**src/rtl/owl_pkg.sv**
```systemverilog
// ----------------------------------------------------------------------------
// owl_pkg
// Shared types, constants and helper functions of the one-wire bus master.
// ----------------------------------------------------------------------------
package owl_pkg;

	// Width of every timing register and of the configuration data path.
	localparam int CFG_W = 10;
	// Number of timing registers.
	localparam int NUM_REGS = 8;
	localparam int REG_IDX_W = $clog2(NUM_REGS);
	// Width of the tick countdown.
	localparam int TIME_WIDTH = 10;
	localparam logic [31:0] TIME_MAX = 32'((64'd1 << TIME_WIDTH) - 64'd1);
	// Low time of a read slot, in ticks.
	localparam logic [CFG_W-1:0] READ_LOW_TICKS = CFG_W'(3);

	// Register indexes.
	localparam logic [REG_IDX_W-1:0] REG_RESET_LOW     = REG_IDX_W'(0);
	localparam logic [REG_IDX_W-1:0] REG_RESET_WAIT    = REG_IDX_W'(1);
	localparam logic [REG_IDX_W-1:0] REG_ONE_LOW       = REG_IDX_W'(2);
	localparam logic [REG_IDX_W-1:0] REG_ONE_HIGH      = REG_IDX_W'(3);
	localparam logic [REG_IDX_W-1:0] REG_ZERO_LOW      = REG_IDX_W'(4);
	localparam logic [REG_IDX_W-1:0] REG_ZERO_HIGH     = REG_IDX_W'(5);
	localparam logic [REG_IDX_W-1:0] REG_READ_SAMPLE   = REG_IDX_W'(6);
	localparam logic [REG_IDX_W-1:0] REG_READ_RECOVERY = REG_IDX_W'(7);

	typedef logic [NUM_REGS-1:0][CFG_W-1:0] cfg_regs_t;

	// Values of the timing registers after reset.
	localparam cfg_regs_t CFG_DEFAULTS = {
		CFG_W'(45), CFG_W'(15), CFG_W'(10), CFG_W'(100),
		CFG_W'(70), CFG_W'(8), CFG_W'(70), CFG_W'(480)
	};

	typedef enum logic [1:0] {
		MODE_TICK  = 2'd0,
		MODE_RESET = 2'd1,
		MODE_WRITE = 2'd2,
		MODE_READ  = 2'd3
	} mode_t;

	typedef enum logic [2:0] {
		PH_IDLE    = 3'd0,
		PH_LOW     = 3'd1,
		PH_HIGH    = 3'd2,
		PH_SAMPLE  = 3'd3,
		PH_RECOVER = 3'd4
	} phase_t;

	// One result item.
	typedef struct packed {
		logic       drive_low;
		logic       busy_res;
		logic       done_res;
		logic [7:0] read_data;
		logic       rejected;
	} owl_res_t;

	// Converts a register value to a countdown load: zero counts as one tick
	// and values beyond the countdown range saturate.
	function automatic logic [TIME_WIDTH-1:0] load_time(input logic [CFG_W-1:0] t);
		logic [31:0] v;
		v = 32'(t);
		if (v == 32'd0) v = 32'd1;
		if (v > TIME_MAX) v = TIME_MAX;
		return v[TIME_WIDTH-1:0];
	endfunction

endpackage

```
**src/rtl/owl_cmd_if.sv**
```systemverilog
// ----------------------------------------------------------------------------
// owl_cmd_if
// Input channel of the one-wire bus master: tick or command items.
// ----------------------------------------------------------------------------
interface owl_cmd_if;
	logic       valid;
	logic       ready;
	logic [1:0] mode;
	logic [7:0] write_data;
	logic       line_level;

	modport source (output valid, output mode, output write_data, output line_level,
		input ready);
	modport sink (input valid, input mode, input write_data, input line_level,
		output ready);
endinterface

```
**src/rtl/owl_res_if.sv**
```systemverilog
// ----------------------------------------------------------------------------
// owl_res_if
// Output channel of the one-wire bus master: one status item per input item.
// ----------------------------------------------------------------------------
interface owl_res_if;
	logic       valid;
	logic       ready;
	logic       drive_low;
	logic       busy_res;
	logic       done_res;
	logic [7:0] read_data;
	logic       rejected;

	modport source (output valid, output drive_low, output busy_res, output done_res,
		output read_data, output rejected, input ready);
	modport sink (input valid, input drive_low, input busy_res, input done_res,
		input read_data, input rejected, output ready);
endinterface

```
**src/rtl/owl_cfg_regs.sv**
```systemverilog
// ----------------------------------------------------------------------------
// owl_cfg_regs
// Bank of timing registers written through a plain write port.
// ----------------------------------------------------------------------------
module owl_cfg_regs (
	input  logic                          clk,
	input  logic                          arst_n,
	input  logic                          cfg_wr_en,
	input  logic [owl_pkg::REG_IDX_W-1:0] cfg_index,
	input  logic [owl_pkg::CFG_W-1:0]     cfg_wr_data,
	output owl_pkg::cfg_regs_t            regs
);
	import owl_pkg::*;

	cfg_regs_t regs_q;

	always_ff @(posedge clk or negedge arst_n) begin
		if (!arst_n) begin
			regs_q <= CFG_DEFAULTS;
		end else if (cfg_wr_en) begin
			regs_q[cfg_index] <= cfg_wr_data;
		end
	end

	assign regs = regs_q;
endmodule

```
**src/rtl/owl_seq.sv**
```systemverilog
// ----------------------------------------------------------------------------
// owl_seq
// Bus sequencer: holds the command state and works out, for each accepted
// item, the next state and the status that results from it.
// ----------------------------------------------------------------------------
module owl_seq (
	input  logic               clk,
	input  logic               arst_n,
	input  logic               accept,
	input  logic [1:0]         mode,
	input  logic [7:0]         write_data,
	input  logic               line_level,
	input  owl_pkg::cfg_regs_t regs,
	output owl_pkg::owl_res_t  res
);
	import owl_pkg::*;

	phase_t                phase_q, phase_n;
	logic [1:0]            kind_q, kind_n;
	logic [2:0]            bit_q, bit_n;
	logic [TIME_WIDTH-1:0] cnt_q, cnt_n;
	logic [7:0]            shift_q, shift_n;
	logic [7:0]            rd_q, rd_n;
	logic                  drive_q, drive_n;

	logic                  finish;
	logic                  rejected;
	logic [TIME_WIDTH-1:0] cnt_dec;

	always_ff @(posedge clk or negedge arst_n) begin
		if (!arst_n) begin
			phase_q <= PH_IDLE;
			kind_q  <= 2'd0;
			bit_q   <= 3'd0;
			cnt_q   <= '0;
			shift_q <= 8'd0;
			rd_q    <= 8'd0;
			drive_q <= 1'b0;
		end else if (accept) begin
			phase_q <= phase_n;
			kind_q  <= kind_n;
			bit_q   <= bit_n;
			cnt_q   <= cnt_n;
			shift_q <= shift_n;
			rd_q    <= rd_n;
			drive_q <= drive_n;
		end
	end

	assign cnt_dec = (cnt_q != '0) ? cnt_q - TIME_WIDTH'(1) : '0;

	always_comb begin
		phase_n  = phase_q;
		kind_n   = kind_q;
		bit_n    = bit_q;
		cnt_n    = cnt_q;
		shift_n  = shift_q;
		rd_n     = rd_q;
		drive_n  = drive_q;
		finish   = 1'b0;
		rejected = 1'b0;

		if (mode == MODE_TICK) begin
			if (phase_q != PH_IDLE) begin
				cnt_n = cnt_dec;
				if (cnt_dec == '0) begin
					case (phase_q)
						PH_LOW: begin
							drive_n = 1'b0;
							if (kind_q == MODE_RESET) begin
								phase_n = PH_HIGH;
								cnt_n   = load_time(regs[REG_RESET_WAIT]);
							end else if (kind_q == MODE_WRITE) begin
								phase_n = PH_HIGH;
								cnt_n   = load_time(shift_q[0] ? regs[REG_ONE_HIGH]
									: regs[REG_ZERO_HIGH]);
							end else begin
								phase_n = PH_SAMPLE;
								cnt_n   = load_time(regs[REG_READ_SAMPLE]);
							end
						end
						PH_HIGH: begin
							if (kind_q == MODE_RESET) begin
								finish = 1'b1;
							end else begin
								// End of a write slot: drop the bit just sent.
								shift_n = {1'b0, shift_q[7:1]};
								if (bit_q == 3'd7) begin
									bit_n  = 3'd0;
									finish = 1'b1;
								end else begin
									bit_n   = bit_q + 3'd1;
									drive_n = 1'b1;
									phase_n = PH_LOW;
									cnt_n   = load_time(shift_q[1] ? regs[REG_ONE_LOW]
										: regs[REG_ZERO_LOW]);
								end
							end
						end
						PH_SAMPLE: begin
							shift_n = {line_level, shift_q[7:1]};
							phase_n = PH_RECOVER;
							cnt_n   = load_time(regs[REG_READ_RECOVERY]);
						end
						PH_RECOVER: begin
							if (bit_q == 3'd7) begin
								bit_n  = 3'd0;
								rd_n   = shift_q;
								finish = 1'b1;
							end else begin
								bit_n   = bit_q + 3'd1;
								drive_n = 1'b1;
								phase_n = PH_LOW;
								cnt_n   = load_time(READ_LOW_TICKS);
							end
						end
						default: begin
							finish = 1'b1;
						end
					endcase
				end
			end
		end else if (phase_q != PH_IDLE) begin
			rejected = 1'b1;
		end else begin
			kind_n  = mode;
			bit_n   = 3'd0;
			drive_n = 1'b1;
			phase_n = PH_LOW;
			if (mode == MODE_RESET) begin
				cnt_n = load_time(regs[REG_RESET_LOW]);
			end else if (mode == MODE_WRITE) begin
				shift_n = write_data;
				cnt_n   = load_time(write_data[0] ? regs[REG_ONE_LOW] : regs[REG_ZERO_LOW]);
			end else begin
				shift_n = 8'd0;
				cnt_n   = load_time(READ_LOW_TICKS);
			end
		end

		if (finish) begin
			phase_n = PH_IDLE;
			drive_n = 1'b0;
			cnt_n   = '0;
		end
	end

	assign res.drive_low = drive_n;
	assign res.busy_res  = (phase_n != PH_IDLE);
	assign res.done_res  = finish;
	assign res.read_data = rd_n;
	assign res.rejected  = rejected;
endmodule

```
**src/rtl/one_wire_bus_master_core.sv**
```systemverilog
// ----------------------------------------------------------------------------
// one_wire_bus_master_core
// Byte-level open-drain one-wire bus master timed by tick items.
// ----------------------------------------------------------------------------
// The cmd channel carries one item per microsecond tick (mode tick) or a
// command: bus reset, byte write or byte read. The line level sampled from
// the bus travels with each item. For every accepted item the res channel
// returns exactly one status transfer: the level to drive on the bus, busy,
// done on the item that finishes a command, the byte of the last finished
// read, and a flag for a command that arrived while busy and was dropped.
// The status of an item is registered in the output register at the clock
// edge of its transfer. One item is accepted every cycle while the output
// register is empty or being read; the whole state update is a single pass
// of logic between the sequencer state and the output register.
// When the receiver stalls, the output register holds its status and the
// cmd channel stays ready only if that status is taken in the same cycle,
// so no status is lost or repeated.
// The user must write the timing registers via the cfg port only while the
// block is idle; the block does not enforce it. Reset idles the sequencer,
// frees the bus, empties the output register, resets timing regs to default.
// ----------------------------------------------------------------------------
module one_wire_bus_master_core (
	input  logic                          clk,
	input  logic                          arst_n,
	input  logic                          cfg_wr_en,
	input  logic [owl_pkg::REG_IDX_W-1:0] cfg_index,
	input  logic [owl_pkg::CFG_W-1:0]     cfg_wr_data,
	owl_cmd_if.sink                       cmd,
	owl_res_if.source                     res
);
	import owl_pkg::*;

	cfg_regs_t regs;
	owl_res_t  res_next;
	owl_res_t  res_q;
	logic      res_valid_q;
	logic      accept;

	// A new item may enter whenever the output register is empty or its
	// current status is being taken in this same cycle.
	assign cmd.ready = !res_valid_q || res.ready;
	assign accept    = cmd.valid && cmd.ready;

	owl_cfg_regs u_cfg (
		.clk         (clk),
		.arst_n      (arst_n),
		.cfg_wr_en   (cfg_wr_en),
		.cfg_index   (cfg_index),
		.cfg_wr_data (cfg_wr_data),
		.regs        (regs)
	);

	// The sequencer advances its state only on an accepted transfer and
	// presents the resulting status combinationally.
	owl_seq u_seq (
		.clk        (clk),
		.arst_n     (arst_n),
		.accept     (accept),
		.mode       (cmd.mode),
		.write_data (cmd.write_data),
		.line_level (cmd.line_level),
		.regs       (regs),
		.res        (res_next)
	);

	always_ff @(posedge clk or negedge arst_n) begin
		if (!arst_n) begin
			res_valid_q <= 1'b0;
		end else if (accept) begin
			res_valid_q <= 1'b1;
		end else if (res.ready) begin
			res_valid_q <= 1'b0;
		end
	end

	// The status payload needs no reset; it is qualified by the valid flag.
	always_ff @(posedge clk) begin
		if (accept) begin
			res_q <= res_next;
		end
	end

	assign res.valid     = res_valid_q;
	assign res.drive_low = res_q.drive_low;
	assign res.busy_res  = res_q.busy_res;
	assign res.done_res  = res_q.done_res;
	assign res.read_data = res_q.read_data;
	assign res.rejected  = res_q.rejected;
endmodule

```
**src/flat_wrapper.sv**
```systemverilog
// flat-port wrapper written by rule: the top's interface ports become plain ports
module one_wire_bus_master_core_flat import owl_pkg::*;
  (clk, arst_n, cfg_wr_en, cfg_index, cfg_wr_data, cmd_valid, cmd_mode, cmd_write_data, cmd_line_level, cmd_ready, res_valid, res_drive_low, res_busy_res, res_done_res, res_read_data, res_rejected, res_ready);
  owl_cmd_if cmd_i ();
  owl_res_if res_i ();
  input  logic clk;
  input  logic arst_n;
  input  logic cfg_wr_en;
  input  logic [owl_pkg::REG_IDX_W-1:0] cfg_index;
  input  logic [owl_pkg::CFG_W-1:0] cfg_wr_data;
  input wire logic [$bits(cmd_i.valid)-1:0] cmd_valid;
  input wire logic [$bits(cmd_i.mode)-1:0] cmd_mode;
  input wire logic [$bits(cmd_i.write_data)-1:0] cmd_write_data;
  input wire logic [$bits(cmd_i.line_level)-1:0] cmd_line_level;
  output wire logic [$bits(cmd_i.ready)-1:0] cmd_ready;
  output wire logic [$bits(res_i.valid)-1:0] res_valid;
  output wire logic [$bits(res_i.drive_low)-1:0] res_drive_low;
  output wire logic [$bits(res_i.busy_res)-1:0] res_busy_res;
  output wire logic [$bits(res_i.done_res)-1:0] res_done_res;
  output wire logic [$bits(res_i.read_data)-1:0] res_read_data;
  output wire logic [$bits(res_i.rejected)-1:0] res_rejected;
  input wire logic [$bits(res_i.ready)-1:0] res_ready;
  assign cmd_i.valid = cmd_valid;
  assign cmd_i.mode = cmd_mode;
  assign cmd_i.write_data = cmd_write_data;
  assign cmd_i.line_level = cmd_line_level;
  assign cmd_ready = cmd_i.ready;
  assign res_valid = res_i.valid;
  assign res_drive_low = res_i.drive_low;
  assign res_busy_res = res_i.busy_res;
  assign res_done_res = res_i.done_res;
  assign res_read_data = res_i.read_data;
  assign res_rejected = res_i.rejected;
  assign res_i.ready = res_ready;
  one_wire_bus_master_core u_core (.clk(clk), .arst_n(arst_n), .cfg_wr_en(cfg_wr_en), .cfg_index(cfg_index), .cfg_wr_data(cfg_wr_data), .cmd(cmd_i), .res(res_i));
endmodule
```
**config.mk**
```make
export PLATFORM = sky130hd
export DESIGN_NAME = one_wire_bus_master_core_flat
export DESIGN_NICKNAME = d
export VERILOG_FILES = /design/src/rtl/owl_pkg.sv /design/src/rtl/owl_cmd_if.sv /design/src/rtl/owl_res_if.sv /design/src/rtl/owl_cfg_regs.sv /design/src/rtl/owl_seq.sv /design/src/rtl/one_wire_bus_master_core.sv /design/src/flat_wrapper.sv
export SDC_FILE = /design/constraint.sdc
export NUM_CORES = 1
export LEC_CHECK = 0
export BUFFER_PORTS_ARGS = -buffer_cell sky130_fd_sc_hd__buf_2
export CORE_MARGIN = 2
export CORE_UTILIZATION = 45
export DETAILED_ROUTE_END_ITERATION = 8
export GPL_TIMING_DRIVEN = 0
export SLEW_MARGIN = 5
export SYNTH_ARGS = -nofsm -noshare
export SYNTH_HDL_FRONTEND = slang
export SYNTH_HIERARCHICAL = 1
export SYNTH_SLANG_ARGS = --single-unit
export TNS_END_PERCENT = 1
```
**constraint.sdc**
```tcl
create_clock -name clk -period 3.7 [get_ports clk]
set_input_delay 0.185 -clock clk [delete_from_list [all_inputs] [get_ports clk]]
set_output_delay 0.185 -clock clk [all_outputs]
set_load 0.005 [all_outputs]
```
# Yosys cells after proc, flatten, opt, wreduce, memory -nomap -nowiden
# Index checks and enable logic that the tools add are counted.
classes:
  add_sub_neg: 2
  magnitude_cmp: 9
  eq_ne: 18
  mux: 115
  bitwise_logic: 2
  n_reduce_logical: 22
ops:
  columns: ["op", "n"]
  rows:
  - ["32-bit 2-to-1 mux", 34]
  - ["10-bit 2-to-1 mux", 31]
  - ["32-bit by 10-bit > comparator with 1-bit output (second input constant)", 7]
  - ["8-bit 2-to-1 mux", 12]
  - ["80-bit bitwise mux", 1]
  - ["10-bit zero test", 8]
  - ["10-bit case mux with 4 select lines", 1]
  - ["3-bit 2-to-1 mux", 13]
  - ["10-bit demux with 3-bit select", 1]
  - ["1-bit 2-to-1 mux", 17]
  - ["8-bit case mux with 2 select lines", 1]
  - ["3-bit case mux with 4 select lines", 1]
  - ["10-bit nonzero test", 1]
  - ["10-bit by 1-bit subtractor with 10-bit output (second input constant)", 1]
  - ["7-bit AND reduction", 1]
  - ["3-bit by 2-bit == test with 1-bit output (second input constant)", 2]
  - ["3-bit == test (second input constant)", 2]
  - ["3-bit by 1-bit inequality test with 1-bit output (second input constant)", 2]
  - ["3-bit inequality test (second input constant)", 2]
  - ["1-bit case mux with 3 select lines", 2]
  - ["3-bit case mux with 2 select lines", 1]
  - ["3-bit AND reduction", 2]
  - ["6-bit AND reduction", 1]
  - ["3-bit nonzero test", 2]
  - ["other kinds (16)", 22]
word_totals:
  reg_bits: 128
  word_cells: 189

# Logic depth before layout (Yosys ltp)
depth:
  ltp_word: 18
  ltp_mapped: 12
  mapped_depth_nobuf: 9

# Modules after synthesis
# Netlist, hierarchy kept.
by_module_without_submodules:
  columns: ["mod", "n_inst", "cells_each", "area_each_um2", "seq_area_each_um2"]
  rows:
  - ["owl_seq", 1, 433, 3507.1, 875.8]
  - ["owl_cfg_regs", 1, 175, 3193.1, 2031.9]
  - ["one_wire_bus_master_core", 1, 16, 414.1, 385.4]

# Worst setup path after synthesis
# No wires, ideal clock.
synth_timing:
  path_type: "reg-to-reg"
  start: "register u_core.u_seq.cnt_q[0]"
  end: "register u_core.res_q, in the netlist u_core/res.read_data[0], data pin"
  setup_ns: 0.260
  arrival_time_ns: 2.686
  slack_ns: 0.755
  path_stages_with_launch: 11
  n_path_buf: 2
  period_less_slack_ns: 2.945
  path_cell_list: "dfrtp_1 clkbuf_1 inv_1 ha_1 clkbuf_2 nor2_1 nand3_1 a2111oi_2 a21oi_2 nor4_4 mux2_2"
synth_rtl:
  columns: ["item", "line_no", "source"]
  rows:
  - ["start, declared", "owl_seq.sv:21", "logic [TIME_WIDTH-1:0] cnt_q, cnt_n;"]
  - ["start signal, assigned", "owl_seq.sv:43", "cnt_q <= cnt_n;"]
  - ["end signal, assigned", "one_wire_bus_master_core.sv:79", "res_q <= res_next;"]
  - ["end, declared", "one_wire_bus_master_core.sv:35", "owl_res_t res_q;"]

# Final worst setup path
layout_timing:
  start: "register u_core.u_seq.cnt_q[0]"
  end: "register u_core.res_q, in the netlist u_core/res.drive_low, data pin"
layout_between:
  elab_chain_cells: 7
  word_cells_on_any_way: 11
layout_lines:
  columns: ["item", "line_no", "source"]
  rows:
  - ["10-bit by 1-bit subtractor with 10-bit output or 10-bit nonzero test (tied branches)", "owl_seq.sv:50", "assign cnt_dec = (cnt_q != '0) ? cnt_q - TIME_WIDTH'(1) : '0;"]
  - ["10-bit 2-to-1 mux (*)", "owl_seq.sv:50", null]
  - ["10-bit zero test (*)", "owl_seq.sv:66", "if (cnt_dec == '0) begin"]
  - ["1-bit 2-to-1 mux", "owl_seq.sv:66", null]
  - ["1-bit 2-to-1 mux", "owl_seq.sv:64", "if (phase_q != PH_IDLE) begin"]
  - ["1-bit 2-to-1 mux", "owl_seq.sv:63", "if (mode == MODE_TICK) begin"]
  - ["1-bit 2-to-1 mux (*)", "owl_seq.sv:141", "if (finish) begin"]
  - ["named net u_core.u_seq.drive_n", "owl_seq.sv:24", "logic drive_q, drive_n;"]
# The timed path passes the listed nets; every way through them passes the cells marked *.
# A chain may end at the register's enable or synchronous reset.

==> impl_metrics.env <==
export IMPL_hpwl_um=13100
export IMPL_wire_per_inst_um=20.0
export IMPL_cp_max_fo=10
export IMPL_p_leak_nw=3.50
export IMPL_synth_ff_type="dfrtp_1"
export IMPL_drive_gt1_share_pct=33.2
export IMPL_critPathKind="reg2reg"
export IMPL_track_usage_pct=22.9
export IMPL_fin_area_sq_um=8230
export IMPL_syn_num_nets=661
export IMPL_drv_cap=0
export IMPL_cp_end_kind="register"
export IMPL_min_path_type="in2reg"
export IMPL_finalCritPeriodShare_pct=94.8
export IMPL_grt_overflow_total=0
export IMPL_ctsRootBufferMaster="clkbuf_16"
export IMPL_hold_viol_final=0
export IMPL_syn2layout_area_growth_pct=15.7
export IMPL_clock_skew_ps=5.72
export IMPL_cts_sinks=128
export IMPL_die_h_um=130
export IMPL_clock_path_buffers=2
export IMPL_max_freq_mhz=285
export IMPL_die_area_sq_um=16800
export IMPL_critPathMaxStageDelay_ps=600
export IMPL_synth_fa_ha_area_share_pct=1.41
export IMPL_synth_simple_gate_area_share_pct=12.6
export IMPL_synth_top_family_by_area="multiplexers"
export IMPL_num_vias=5329
export IMPL_muxShareOfSynthArea_pct=24.0
export IMPL_place_area_sq_um=7620
export IMPL_path_clk_slew_ps=60
export IMPL_die_width_um=130
export IMPL_relSlewSlack_pct=44.9
export IMPL_period_needed_ps=3510
export IMPL_io_pins=43
export IMPL_p_per_area_nw_per_um2=683
export IMPL_required_ps=3880
export IMPL_synth_commonest_cells="dfrtp_1 (92), mux2_2 (79), nor2_1 (45)"
export IMPL_htreeDepth=4
export IMPL_synth_top_area_share_pct=32.4
export IMPL_grt_pass1_wl_um=29000
export IMPL_cts_tree="built"
export IMPL_synthCells=624
export IMPL_crit_path_start_kind="register"
export IMPL_path_cells="clkbuf_1 > inv_1 > ha_1 > clkbuf_2 > nor4b_4 > xnor2_1 > a2111oi_2 > a21oi_2 > nor3_2 > a2111oi_0 > a22oi_1 > buf_4"
export IMPL_gp_congestion=0.912
export IMPL_setup_viol=0
export IMPL_crit_slowest_cell="a2111oi_0"
export IMPL_worstMarginPinSlew_ps=824
export IMPL_ant_nets=0
export IMPL_final_nets=725
export IMPL_async_flop_share_pct=90.6
export IMPL_wl_um=18300
export IMPL_avgSynthCellArea_sq_um=11.4
export IMPL_vias_per_cell=5.84
export IMPL_synth_xor_area_share_pct=0.616
export IMPL_ys_types=69
export IMPL_synth_edf_count=12
export IMPL_ys_seq_elements=128
export IMPL_first_pass_iters=5
export IMPL_ys_seq_area_share_pct=46.3
export IMPL_setup_tns_ps=0
export IMPL_yosys_top_cells_area="dfrtp_1 (32%), mux2_2 (13%), dfstp_2 (8.9%)"
export IMPL_yosysMostFrequentCell="dfrtp_1"
export IMPL_portBuffers=41
export IMPL_cts_buffers=17
export IMPL_synth_compound_area_share_pct=11.1
export IMPL_status="completed"
export IMPL_start_util_pct=46.5
export IMPL_grt_max_degree=77
export IMPL_grt_pass1_vias=5238
export IMPL_rows=45
export IMPL_n_antenna_cell=0
export IMPL_yosysWarnings=6
export IMPL_antenna_found_initial=0
export IMPL_synth_area_leader_cell="dfrtp_1"
export IMPL_drc=0
export IMPL_drv_slew=0
export IMPL_insertion_delay_ps=420
export IMPL_power_mw=5.62
export IMPL_drtIter0Drc=414
export IMPL_vdd_drop_max_mv=0.371
export IMPL_grt_setup_unrepaired="yes"
export IMPL_synth_area_sq_um=7110
export IMPL_coreArea_sq_um=15300
export IMPL_crit_arrival_ps=3690
## final cells by class
class                           instances  area [sq um]
Multi-Input combinational cell        438          3550
Sequential cell                       128          3290
Tap cell                              211           264
Timing Repair Buffer                   45           267
Buffer                                 41           213
Clock inverter                          6          80.1
Fill cell                            1356          7080
Inverter                               17          63.8
Clock buffer                           26           500
## registers in the layout (all words and copies together) (netlist names), 2 cells and up
signal                count
u_core/res.read_data      8
u_core/u_cfg/regs        80
u_core/u_seq/bit_q        3
u_core/u_seq/cnt_q       10
u_core/u_seq/kind_q       2
u_core/u_seq/phase_q      3
u_core/u_seq/rd_q         8
u_core/u_seq/shift_q      8
## stage by stage
| step | hold WS (ps) | utilization (%) | worst slack (ps) | cells |
|---|---|---|---|---|
| after floorplan | -111 | - | 755 | 624 |
| after global placement | 396 | 49.5 | 165 | 876 |
| after detailed placement | 136 | 49.7 | 182 | 877 |
| after CTS | 41.9 | 53.7 | 175 | 911 |
| after global routing | 61.3 | 53.8 | -27.3 | 912 |
| final | 56.5 | 53.8 | 191 | 912 |
## critical path: cells and delay by family, from the launching register on
family	cells	cell delay (ps)
AOI/OAI and AO/OA	4	1370
xor gates and xnor gates	1	210
adders and majority gates	1	210
buffers and inverters	4	770
DFF	1	320
and+or+nand+nor	2	380
## final timing paths
| kind | startpoint | end | slack [ps] | cells past startpoint |
|---|---|---|---|---|
| max in group asynchronous | arst_n | u_core/u_cfg/regs[45] | 2700 | 3 |
| min | res_ready | u_core/res.valid | 60 | 3 |
| min reg2reg | u_core/u_seq/rd_q[6] | u_core/u_seq/rd_q[6] | 500 | 1 |
| max reg2reg | u_core/u_seq/cnt_q[0] | u_core/res.drive_low | 190 | 12 |
| max | u_core/u_seq/cnt_q[0] | u_core/res.drive_low | 190 | 12 |
| min in group asynchronous | arst_n | u_core/u_seq/phase_q[1] | 250 | 2 |
## timing repair
item	4_1_cts	5_1_grt
hold endpoints to repair	38	0
buffers inserted	0	1
setup endpoints to repair	0	15
resized for setup	0	1
hold buffers	2	0
## per-layer routing
metal  wire length (um)  global-route usage (%)
met1               8380                    31.3
met2               8630                    36.4
met3                870                    4.76
met4                395                    7.97
met5                  0                       0
## cells in the final DEF (no fill, tap or decap), types with 3 or more instances in the layout
cell | netlist | routed
o22ai_1 | 4 | 4
inv_1 | 17 | 17
edfxtp_1 | 12 | 12
buf_6 | 5 | 6
buf_4 | 4 | 5
dfstp_2 | 24 | 24
clkbuf_16 | 0 | 18
a21oi_1 | 31 | 31
a2bb2oi_1 | 3 | 3
nand2_1 | 33 | 33
mux2_4 | 30 | 30
mux2i_1 | 37 | 37
nor3_1 | 10 | 10
nand3b_1 | 4 | 4
o21ai_0 | 26 | 26
nor2_1 | 45 | 45
o41ai_1 | 10 | 10
a21boi_0 | 3 | 3
and3_1 | 3 | 3
nand3_1 | 10 | 10
buf_2 | 4 | 44
clkbuf_1 | 24 | 30
and4bb_1 | 3 | 3
or3_1 | 4 | 4
nor2b_1 | 5 | 5
a31oi_1 | 7 | 7
buf_1 | 3 | 3
clkinv_2 | 0 | 4
xnor2_1 | 4 | 4
a211oi_1 | 11 | 11
dfrtp_1 | 92 | 92
nand2b_1 | 5 | 5
o221ai_1 | 5 | 5
nand4b_1 | 4 | 4
mux2_2 | 79 | 79
nor4_1 | 13 | 13
ha_1 | 8 | 8
## where the power goes
| part | internal [mW] | switching (mW) |
|---|---|---|
| Sequential | 1.78 | 0.284 |
| Clock | 1.06 | 0.599 |
| Combinational | 0.819 | 1.08 |
## kinds of logic after synthesis
group | after synthesis
xor+xnor | 5
simple gates | 159
fa+ha+maj | 8
mux | 146
flops | 128
buf+inv | 58
compound gates | 120
Note: power is estimated with default switching activity, not from simulation.
